<file path="config.mk">
export PLATFORM = sky130hd
export DESIGN_NAME = ipq_cell
export DESIGN_NICKNAME = d
export VERILOG_FILES = /design/src/rtl/ipq_pkg.sv /design/src/rtl/ipq_cell.sv
export SDC_FILE = /design/constraint.sdc
export NUM_CORES = 1
export LEC_CHECK = 0
export BUFFER_PORTS_ARGS = -buffer_cell sky130_fd_sc_hd__buf_2
export CAP_MARGIN = 40
export CORE_MARGIN = 1.5
export CORE_UTILIZATION = 43
export CTS_BUF_LIST = sky130_fd_sc_hd__clkbuf_4 sky130_fd_sc_hd__clkbuf_8
export CTS_CLUSTER_SIZE = 28
export DETAILED_ROUTE_END_ITERATION = 16
export PLACE_DENSITY_LB_ADDON = 0.08
export SLEW_MARGIN = 20
export SYNTH_ARGS = -nofsm -noshare
export SYNTH_HDL_FRONTEND = slang
export SYNTH_SLANG_ARGS = --single-unit
</file>
<file path="constraint.sdc">
create_clock -name i_clk -period 7.55 [get_ports i_clk]
set_input_delay 0.3775 -clock i_clk [delete_from_list [all_inputs] [get_ports i_clk]]
set_output_delay 0.3775 -clock i_clk [all_outputs]
set_load 0.05 [all_outputs]
</file>
<file path="src/rtl/ipq_pkg.sv">
package ipq_pkg;

    localparam int CH_W        = 8;
    localparam int SQ_W        = 2 * CH_W;
    localparam int SUM_W       = SQ_W + 2;
    localparam int STORE_DEPTH = 255;
    localparam int PAL_W       = 3 * CH_W;

    localparam int OPAQUE_ENTRIES_DEF    = 255;
    localparam int KEPT_CHANNEL_BITS_DEF = 5;

    localparam logic [CH_W-1:0] TRANSPARENT_INDEX = 8'd255;
    localparam logic [CH_W-1:0] FULL_ALPHA        = 8'd255;

    localparam logic OP_LOAD  = 1'b0;
    localparam logic OP_PIXEL = 1'b1;

    typedef enum logic [1:0] {
        CH_RED,
        CH_GREEN,
        CH_BLUE
    } t_chan;

    // Pixel channel scaled to 0..255: floor value and "not exact" flag.
    typedef struct packed {
        logic [CH_W-1:0] fl;
        logic            inexact;
    } t_scaled;

    // Data marching down the distance chain, one palette entry per slot.
    typedef struct packed {
        logic             valid;
        logic             last;
        logic [CH_W-1:0]  idx;
        logic [SUM_W-1:0] sum;
        logic [CH_W-1:0]  pal_red;
        logic [CH_W-1:0]  pal_green;
        logic [CH_W-1:0]  pal_blue;
    } t_cell_bus;

endpackage

</file>
<file path="src/rtl/ipq_cell.sv">
module ipq_cell #(
    parameter ipq_pkg::t_chan CHANNEL = ipq_pkg::CH_RED
) (
    input  logic               i_clk,
    input  logic               i_rst_n,
    input  ipq_pkg::t_scaled   i_scaled,
    input  ipq_pkg::t_cell_bus i_bus,
    output ipq_pkg::t_cell_bus o_bus
);
    import ipq_pkg::*;

    logic [CH_W-1:0]  w_p;
    logic [CH_W:0]    w_ceil;
    logic [CH_W-1:0]  w_mag;
    logic [SQ_W-1:0]  w_sq;
    t_cell_bus        n_bus;
    t_cell_bus        r_bus;

    always_comb begin
        case (CHANNEL)
            CH_RED:   w_p = i_bus.pal_red;
            CH_GREEN: w_p = i_bus.pal_green;
            default:  w_p = i_bus.pal_blue;
        endcase
    end

    // Truncation toward zero: floor above the palette value, ceiling below it.
    assign w_ceil = {1'b0, i_scaled.fl} + {{CH_W{1'b0}}, i_scaled.inexact};
    assign w_mag  = (i_scaled.fl >= w_p) ? (i_scaled.fl - w_p)
                                          : CH_W'({1'b0, w_p} - w_ceil);
    assign w_sq   = w_mag * w_mag;

    always_comb begin
        n_bus     = i_bus;
        n_bus.sum = i_bus.sum + SUM_W'(w_sq);
    end

    always_ff @(posedge i_clk) begin
        if (!i_rst_n) begin
            r_bus.valid <= 1'b0;
        end else begin
            r_bus.valid <= n_bus.valid;
        end
    end

    always_ff @(posedge i_clk) begin
        r_bus.last      <= n_bus.last;
        r_bus.idx       <= n_bus.idx;
        r_bus.sum       <= n_bus.sum;
        r_bus.pal_red   <= n_bus.pal_red;
        r_bus.pal_green <= n_bus.pal_green;
        r_bus.pal_blue  <= n_bus.pal_blue;
    end

    assign o_bus = r_bus;

endmodule

</file>
# Yosys cells after proc, flatten, opt, wreduce, memory -nomap -nowiden
# Cells that the tools add are included.
word_totals:
  elab_cells: 14
  reg_bits: 52
  output_inout_bits: 52
classes:
  muxes: 1
  n_mul: 1
  n_lt_le_gt_ge: 1
  n_addsub: 4
ops:
  columns: ["op", "count"]
  rows:
  - ["$add 18x16->18", 1]
  - ["$mul 8x8->16", 1]
  - ["$sub 8x8->8", 2]
  - ["$add 8x1->8", 1]
  - ["$ge 8x8->1", 1]
  - ["$mux 8", 1]

# Depth between registers and ports, before layout
# Gate-level depths: netlist of run 1.
logic_depth:
  word_depth: 5
  depth_mapped: 27
  mapped_depth_nobuf: 26

# Least setup slack after synthesis of run 1
# No wires, ideal clock.
synth_timing:
  path_kind: "input port to flip-flop"
  from: "input port i_scaled[0] (netlist bit)"
  to: "register r_bus (netlist bit o_bus[41])"
  setup_ns: 0.121
  required_time_ns: 7.429
  path_buffers: 0
  stages: 23
  arrival_ns: 5.907
  path_slack_ns: 1.522
  cell_sequence: "inv_1 fa_1 fa_1 or2b_1 a21oi_1 o21ai_0 xor2_1 o211ai_4 or2_2 fa_1 inv_1 fa_1 fa_1 inv_1 fa_1 inv_1 ha_1 o21a_1 o31a_1 o31a_1 o21ai_0 o21ai_0 xnor2_1"
synth_rtl:
  columns: ["element", "line", "text"]
  rows:
  - ["from (decl)", "ipq_cell.sv:6", "input ipq_pkg::t_scaled i_scaled,"]
  - ["to (decl)", "ipq_cell.sv:17", "t_cell_bus r_bus;"]

==> results of run 1 <==
through the flow:
stage / area, µm² / std cells / worst slack (ns) / util (%)
final: 4980 / 677 / 1.40 / 53.4
after global routing: 4980 / 677 / 0.961 / 53.4
after CTS: 4980 / 677 / 1.35 / 53.4
after detailed placement: 4890 / 670 / 1.02 / 52.5
after global placement: 4890 / 670 / 1.16 / 52.5
after floorplan: 4190 / 430 / 1.52 / -
per-layer routing:
layer  part of all wire (%)  vias to the layer above  track usage [%]
li1                       -                     1590                -
met1                     46                     1379             18.2
met2                     46                       97             25.7
met3                    6.9                        9             3.38
met4                    1.4                        0             4.27
met5                      0                        -                0
how the worst max path moves through the flow:
stage | endpoint | depth (start not counted)
2_1_floorplan | o_bus[41] | 23
3_3_place_gp | o_bus[41] | 24
3_5_place_dp | o_bus[41] | 24
4_1_cts | o_bus[41] | 24
5_1_grt | o_bus[40] | 23
6_report | o_bus[41] | 24
final cells by class:
class | instances | area, µm² | area share, %
Sequential cell | 52 | 1040 | 20.9
Tap cell | 129 | 161 | 3.24
Inverter | 102 | 383 | 7.68
Multi-Input combinational cell | 273 | 2740 | 54.9
Clock buffer | 6 | 82.6 | 1.66
Clock inverter | 1 | 8.76 | 0.176
Timing Repair Buffer | 114 | 571 | 11.4
cells in the mapped netlist (all sizes together), types with 2 or more instances:
cell type  number
nor2b           5
xnor2          20
nor2           30
o21a            7
o21ai          20
o21bai          2
buf             3
o31a            2
fa             45
a21oi          23
dfxtp          52
or2             3
nand2          12
mux2i           3
nand2b          3
nand4           3
o211a           2
xor2            4
nand3           3
o211ai          4
a21o            8
a211oi          2
ha             58
nor3            2
inv           102
and2            2
kinds of logic (layout without fill, tap and decap cells):
logic type	count (synthesis)	after routing	synth area share [%]
DFF	52	52	24.9
and+or+nand+nor	66	66	7.47
muxes	3	3	1.32
buffers and inverters	105	223	9.72
AOI/OAI and AO/OA	77	77	12.7
adders and majority gates	103	103	38.9
xor gates and xnor gates	24	24	5.02
==> impl_results.md, run 1 <==
- CP Launch Type: input pin
- Largest area contributor in the netlist: dfxtp_1
- PostCTS Resize Cnt: 0
- Largest net degree at the start of global routing: 16
- Fin. max-slew vios: 0
- Critical Path RT: 7.74 ns
- Top_reg_cell synth: dfxtp_1
- Flops & latches, synth: 52
- Total of max-cap violations: 0
- Area grow syn2layout: 19.1%
- Hold Fails Final Rpt: 0
- Full die area: 0.0103 mm²
- Clock Tree Root: clkbuf_8
- Core box area: 0.00933 mm²
- Crit share post-route: 81.5%
- Hold endpoint: o_bus[1]
- Antenna-violating nets left: 0
- Vias in the first global route: 2914
- Cell family with most CP delay: adder cells
- Grt ovf: 0
- CP max FO: 10
- Routed len/inst: 11.0 µm
- Worst path arrival time: 6.35 ns
- Die height: 102 µm
- Post-synthesis async set-or-reset flop share: 0%
- Worst path most repeated cell: fa_1
- Placer Congestion: 0.810
- Post-CTS Setup Inserts: 0
- # setup viols final: 0
- Fmax: 0.162 GHz
- Tmin final: 6.15 ns
- Min-Delay Path Depth: 1
- Global Route Usage Sum: 14.8%
- Drt first pass iters: 4
- Clock buffer count from CTS: 5
- Critical path type: input pin to flop
- Status: completed
- Crit-path max cell delay: 0.53 ns
- Largest register FFs: 52
- Post-synth net total: 596
- Nets: 714
- Seq/Total Area, Yosys: 24.9%
- Post-DR vias/cell: 4.54
- Ranking of synthesized cells by area: dfxtp_1, fa_1, ha_1
- IO buf count: 114
- Hold WS: 0.159 ns
- CP Buf/Inv Count: 5
- Commonest non-fill, non-tap cell in the layout: buf_2
- Post-synth EDFFs: 0
- Initial DRC Count: 54
- Antenna diodes: 0
- Fillers: 877
- Slew @ Worst Pin: 0.697 ns
- Hold path start: i_bus[1]
- Setup TNS: 0 ns
- Clock transition at path regs: 0.10 ns
- Routed WL: 7420 µm
- Critical path origin: i_scaled[0]
- Post-Syn Area: 0.00419 mm²
- Critical path's slowest cell: fa_1
- CTS tree: done
- Cts hold-fix bufs: 0
- H-Tree Level Count: 2
- Slew margin rel.: 53.2%
- Synthesized area per cell: 9.73 µm²
- Critical path cell sequence: buf_2, inv_1, fa_1, fa_1, or2b_1, a21oi_1, o21ai_0, xor2_1, o211ai_4, or2_2, fa_1, inv_1, fa_1, fa_1, inv_1, fa_1, inv_1, ha_1, o21a_1, o31a_1, o31a_1, o21ai_0, o21ai_0, xnor2_1
- Yosys top cell area share: 24.9%
- CTS Buffer Depth: 2
- Via count: 3075
- HPWL Detailed: 6420 µm
- Drt drc: 0
- Share of cells above drive strength 1: 24.8%
- Global-route wire length before repair: 12100 µm
- RSZ-0062 raised after global routing: no
- Crit path capture type: flop
- Initial Utilization: 44.9%
- Gate Count Post-Synth: 430
- Most frequent cells in the layout: buf_2, inv_1, ha_1, dfxtp_1, fa_1
- Cell variety after synth: 45
- Ports: 115
- Chip width: 102 µm
- Row cnt: 35
- Initial antenna violation count: 0
- YS warnings: 0
- CTS Sinks: 52
- Worst Hold Class: input pin to flop
Power of run 1 is not shown: default switching activity piles up to over one toggle a cycle in this logic, so the estimate is an artifact.
==> run 2, diff against run 1 <==
Settings changed: ABC_AREA from default to 1.
Clock period 7.55 ns to 6.23 ns, I/O delays scaled along.
==> impl_results.md, run 2 <==
- Crit-path max cell delay: 0.54 ns (about the same)
- Post-synth net total: 686 (+15%)
- CTS tree: done
- Initial DRC Count: 135 (+150%)
- Fmax: 0.183 GHz
- Tmin final: 5.48 ns
- Initial antenna violation count: 0 (unchanged)
- Area grow syn2layout: 18.4%
- HPWL Detailed: 7820 µm (+22%)
- Critical path's slowest cell: fa_1
- Worst path arrival time: 5.69 ns (-0.66 ns)
- Post-CTS Setup Inserts: 0 (unchanged)
- Yosys top cell area share: 23.8% (-1.1 points)
- Global Route Usage Sum: 17.9% (+3.1 points)
- Top-count cell post-synth: inv_1
- Clock buffer count from CTS: 5 (unchanged)
- Antenna-violating nets left: 0 (unchanged)
- Seq/Total Area, Yosys: 23.8% (-1.1 points)
- Row cnt: 36 (+2.9%)
- IO buf count: 114 (unchanged)
- Nets: 802 (+12%)
- Drt drc: 0 (unchanged)
- Crit share post-route: 87.9%
- Share of cells above drive strength 1: 23.9% (-0.96 points)
- Top_reg_cell synth: dfxtp_1
- Largest register FFs: 52 (unchanged)
- Worst path most repeated cell: fa_1
- Ranking of synthesized cells by area: dfxtp_1, fa_1, ha_1
- Post-Syn Area: 0.00437 mm² (+4.5%)
- Critical Path RT: 6.44 ns (-1.30 ns)
- Synth cell count leaders: inv_1, nand2_1, ha_1
- H-Tree Level Count: 2 (unchanged)
- Initial Utilization: 44.5% (-0.35 points)
- Placer Congestion: 0.833 (+2.9%)
- PostCTS Resize Cnt: 0 (unchanged)
- Core box area: 0.00982 mm² (+5.3%)
- CP Launch Type: input pin
- Post-synth EDFFs: 0 (unchanged)
- Flops & latches, synth: 52 (unchanged)
- CTS Sinks: 52 (unchanged)
- Clock transition at path regs: 0.11 ns (about the same)
- Routed WL: 8920 µm (+20%)
- Routed len/inst: 11.6 µm (+5.7%)
- Synthesized area per cell: 8.41 µm² (-14%)
- Fillers: 1028 (+17%)
- Most frequent cells in the layout: inv_1, buf_2, nand2_1, ha_1, dfxtp_1
- Critical path origin: i_bus[19]
- YS warnings: 0 (unchanged)
- Hold WS: 0.0928 ns (-0.0661 ns)
- Post-synthesis async set-or-reset flop share: 0% (unchanged)
- Drt first pass iters: 4 (unchanged)
- Commonest non-fill, non-tap cell in the layout: inv_1
- Hold path start: i_bus[7]
- Utilization after layout: 52.7% (-0.71 points)
- Largest area contributor in the netlist: dfxtp_1
- Post-DR vias/cell: 4.50 (-0.87%)
- RSZ-0062 raised after global routing: no
- Slew margin rel.: 71.4% (+18 points)
- Die height: 104 µm (+2.1%)
- CP max FO: 10 (unchanged)
- Worst Hold Class: input pin to flop
- # setup viols final: 0 (unchanged)
- Crit path capture type: flop
- Setup TNS: 0 ns (unchanged)
- Cts hold-fix bufs: 0 (unchanged)
- Ports: 115 (unchanged)
- Global-route wire length before repair: 15900 µm (+31%)
- Chip width: 104 µm (+2.1%)
- Vias in the first global route: 3585 (+23%)
- Total of max-cap violations: 0 (unchanged)
- Grt ovf: 0 (unchanged)
- Gate Count Post-Synth: 520 (+21%)
- Clock Tree Root: clkbuf_8
- Hold Fails Final Rpt: 0 (unchanged)
- Cell variety after synth: 32 (-29%)
- CTS Buffer Depth: 2 (unchanged)
- Fin. max-slew vios: 0 (unchanged)
- Antenna diodes: 0 (unchanged)
- Via count: 3467 (+13%)
- Full die area: 0.0108 mm² (+4.3%)
- Largest net degree at the start of global routing: 19 (+3)
- Slew @ Worst Pin: 0.424 ns (-0.273 ns)
- Status: completed
- Critical path type: input pin to flop
-- run 2: changes by cell type after synthesis, moves of 5 or more --
cell and change:
nand4_1 +7, nand2_1 +67, xor2_1 +8, nor2b_1 -5, inv_1 +20, inv_2 +10
nor2_1 +12, o21ai_0 -5, a21oi_1 -8, o21a_1 -7, a21o_1 -6, nand3_1 +20
xnor2_1 -10
-- run 2: final timing paths --
kind / depth (start not counted) / to / slack (ns)
worst max-delay path: 25 / o_bus[39] / 0.75
worst min-delay path: 1 / o_bus[7] / 0.09
-- run 2: area by class of cell --
type | count | area, µm² | share of cell area (%)
Clock buffer | 5 | 68.8 | 1.33
Clock inverter | 3 | 27.5 | 0.532
Inverter | 132 | 495 | 9.57
Multi-Input combinational cell | 331 | 2810 | 54.2
Sequential cell | 52 | 1040 | 20.1
Tap cell | 133 | 166 | 3.21
Timing Repair Buffer | 114 | 571 | 11.0
-- run 2: cells by family (layout without fill, tap and decap cells) --
group,count (synthesis),count (layout),synth area share [%]
buf+inv,137,254,12.0
fa+ha+maj,103,103,37.2
flops,52,52,23.8
xor+xnor,22,22,4.41
compound gates,39,39,5.50
simple gates,167,167,17.1
-- run 2: per-stage QoR --
| step | worst slack [ns] | instances | instance area, µm² |
|---|---|---|---|
| after floorplan | 1.07 | 520 | 4370 |
| after global placement | 0.392 | 762 | 5080 |
| after detailed placement | 0.387 | 762 | 5080 |
| after CTS | 0.737 | 770 | 5180 |
| after global routing | 0.315 | 770 | 5180 |
| final | 0.753 | 770 | 5180 |
-- run 2: metal layers --
layer / share of wire [%] / vias up / global-route usage [%]
met5: 0 / - / 0
met4: 1.0 / 0 / 3.87
met3: 3.4 / 5 / 2.14
met2: 46 / 73 / 29.8
met1: 50 / 1583 / 25.1
li1: - / 1806 / -
-- run 2: worst max-delay path, delay by kind of cell --
| kind | cells | cell delay [ns] |
|---|---|---|
| compound gates | 4 | 0.84 |
| xor+xnor | 1 | 0.16 |
| fa+ha+maj | 7 | 3.09 |
| buf+inv | 5 | 0.32 |
| simple gates | 8 | 0.95 |
Power of run 2 is left out for the same reason.
==> run 3, diff against run 2 <==
Settings changed: BUFFER_PORTS_ARGS -buffer_cell sky130_fd_sc_hd__buf_2 to default, DONT_BUFFER_PORTS from default to 1.
==> impl_results.md, run 3 (synthesis results as in run 2) <==
- Final instance area: 0.00488 mm² (-5.8%)
- Crit path capture type: flop
- Grt met2 use: 29.4% (-0.33 points)
- Crit-path max cell delay: 0.54 ns (about the same)
- Clock buffer count from CTS: 5 (unchanged)
- Clock transition at path regs: 0.10 ns (about the same)
- Met3 Use GR: 3.71% (+1.6 points)
- CP Launch Type: input pin
- Critical path's slowest cell: fa_1
- Post-CTS Setup Inserts: 0 (unchanged)
- Initial antenna violation count: 0 (unchanged)
- Setup TNS: 0 ns (unchanged)
- Crit share post-route: 84.9% (-3.0 points)
- Slew @ Worst Pin: 0.507 ns (+0.0828 ns)
- Tmin final: 5.29 ns (-0.189 ns)
- Fmax: 0.189 GHz (+3.6%)
- DP Area: 0.00451 mm² (-11%)
- Most frequent cells in the layout: inv_1, nand2_1, ha_1, dfxtp_1, fa_1
- Met1 usage in global routing: 21.3% (-3.7 points)
- Initial DRC Count: 95 (-30%)
- CTS Sinks: 52 (unchanged)
- Vias in the first global route: 3350 (-6.6%)
- Hold Fails Final Rpt: 0 (unchanged)
- Critical Path RT: 6.43 ns (about the same)
- Global route hottest layer: met2
- Largest net degree at the start of global routing: 19 (unchanged)
- Row cnt: 36 (unchanged)
- Global Route Usage Sum: 16.9% (-0.98 points)
- HPWL Detailed: 7240 µm (-7.3%)
- RSZ-0062 raised after global routing: no
- Cell family with most CP delay: adder cells
- Full die area: 0.0108 mm² (unchanged)
- Nets: 715 (-11%)
- Global-route wire length before repair: 15000 µm (-5.7%)
- Ports: 115 (unchanged)
- Critical path cell sequence: inv_1, ha_1, inv_1, fa_1, nand2_2, nand2_2, nand2_1, nand3_2, inv_2, nand2_1, o21ai_4, nor2_1, fa_1, inv_1, fa_1, fa_1, fa_1, inv_1, ha_1, a21oi_1, o21ai_0, a21oi_1, o21ai_0, xor2_1
- CP Buf/Inv Count: 5 (unchanged)
- IO buf count: 0 (-100%)
- Routed len/inst: 12.6 µm (+8.8%)
- Critical path type: input pin to flop
- Largest register FFs: 52 (unchanged)
- Die height: 104 µm (unchanged)
- Antenna diodes: 0 (unchanged)
- Total of max-cap violations: 0 (unchanged)
- H-Tree Level Count: 2 (unchanged)
- Antenna-violating nets left: 0 (unchanged)
- Cts hold-fix bufs: 12 (+12)
- Post-DR vias/cell: 4.76 (+5.6%)
- Slew margin rel.: 66.2% (-5.3 points)
- # setup viols final: 0 (unchanged)
- PostCTS Resize Cnt: 0 (unchanged)
- Commonest non-fill, non-tap cell in the layout: inv_1
- CP max FO: 11 (+1)
- Status: completed
- Area grow syn2layout: 11.6%
- Drt first pass iters: 4 (unchanged)
- CTS tree: done
- Clock Tree Root: clkbuf_8
- Placer Congestion: 0.845 (+1.4%)
- Share of cells above drive strength 1: 6.91% (-17 points)
- Fillers: 1020 (-0.78%)
- Drt drc: 0 (unchanged)
- Via count: 3248 (-6.3%)
- Core box area: 0.00982 mm² (unchanged)
- Worst path most repeated cell: fa_1
- Fin. max-slew vios: 0 (unchanged)
- Routed WL: 8610 µm (-3.5%)
- Worst path arrival time: 5.49 ns (-0.20 ns)
- Chip width: 104 µm (unchanged)
- Initial Utilization: 44.5% (unchanged)
- CTS Buffer Depth: 2 (unchanged)
- Worst Hold Class: input pin to flop
- Grt ovf: 0 (unchanged)
==> run 3: cell type report <==
class | instances | area, µm² | area share [%]
multi-input cells | 331 | 2810 | 57.6
repair buffers | 27 | 270 | 5.54
clock buffers | 5 | 68.8 | 1.41
inverters | 132 | 495 | 10.2
flip-flops and latches | 52 | 1040 | 21.3
well taps | 133 | 166 | 3.41
clock inverters | 3 | 27.5 | 0.564
==> run 3: final timing paths <==
| check | endpoint | slack (ns) | start | cells past startpoint |
|---|---|---|---|---|
| max | o_bus[39] | 0.94 | i_scaled[1] | 24 |
| min | o_bus[49] | 0.02 | i_bus[49] | 0 |
==> run 3: metrics by stage <==
stage               util [%]  setup slack [ns]  hold slack (ns)  instances
finish                  49.7             0.941           0.0234        683
global route            49.7             0.490          0.00220        683
floorplan                  -              1.07            0.339        520
CTS                     48.1             0.933          0.00818        668
detailed placement      45.9             0.617            0.339        648
global placement        45.9             0.621            0.339        648
==> run 3: metal layers <==
layer / vias up / routed length (µm) / part of all wire (%)
li1: 1625 / - / -
met1: 1522 / 4000 / 47
met3: 8 / 460 / 5.3
met5: - / 0 / 0
met2: 93 / 4050 / 47
met4: 0 / 89 / 1.0
Power of run 3 is left out for the same reason.
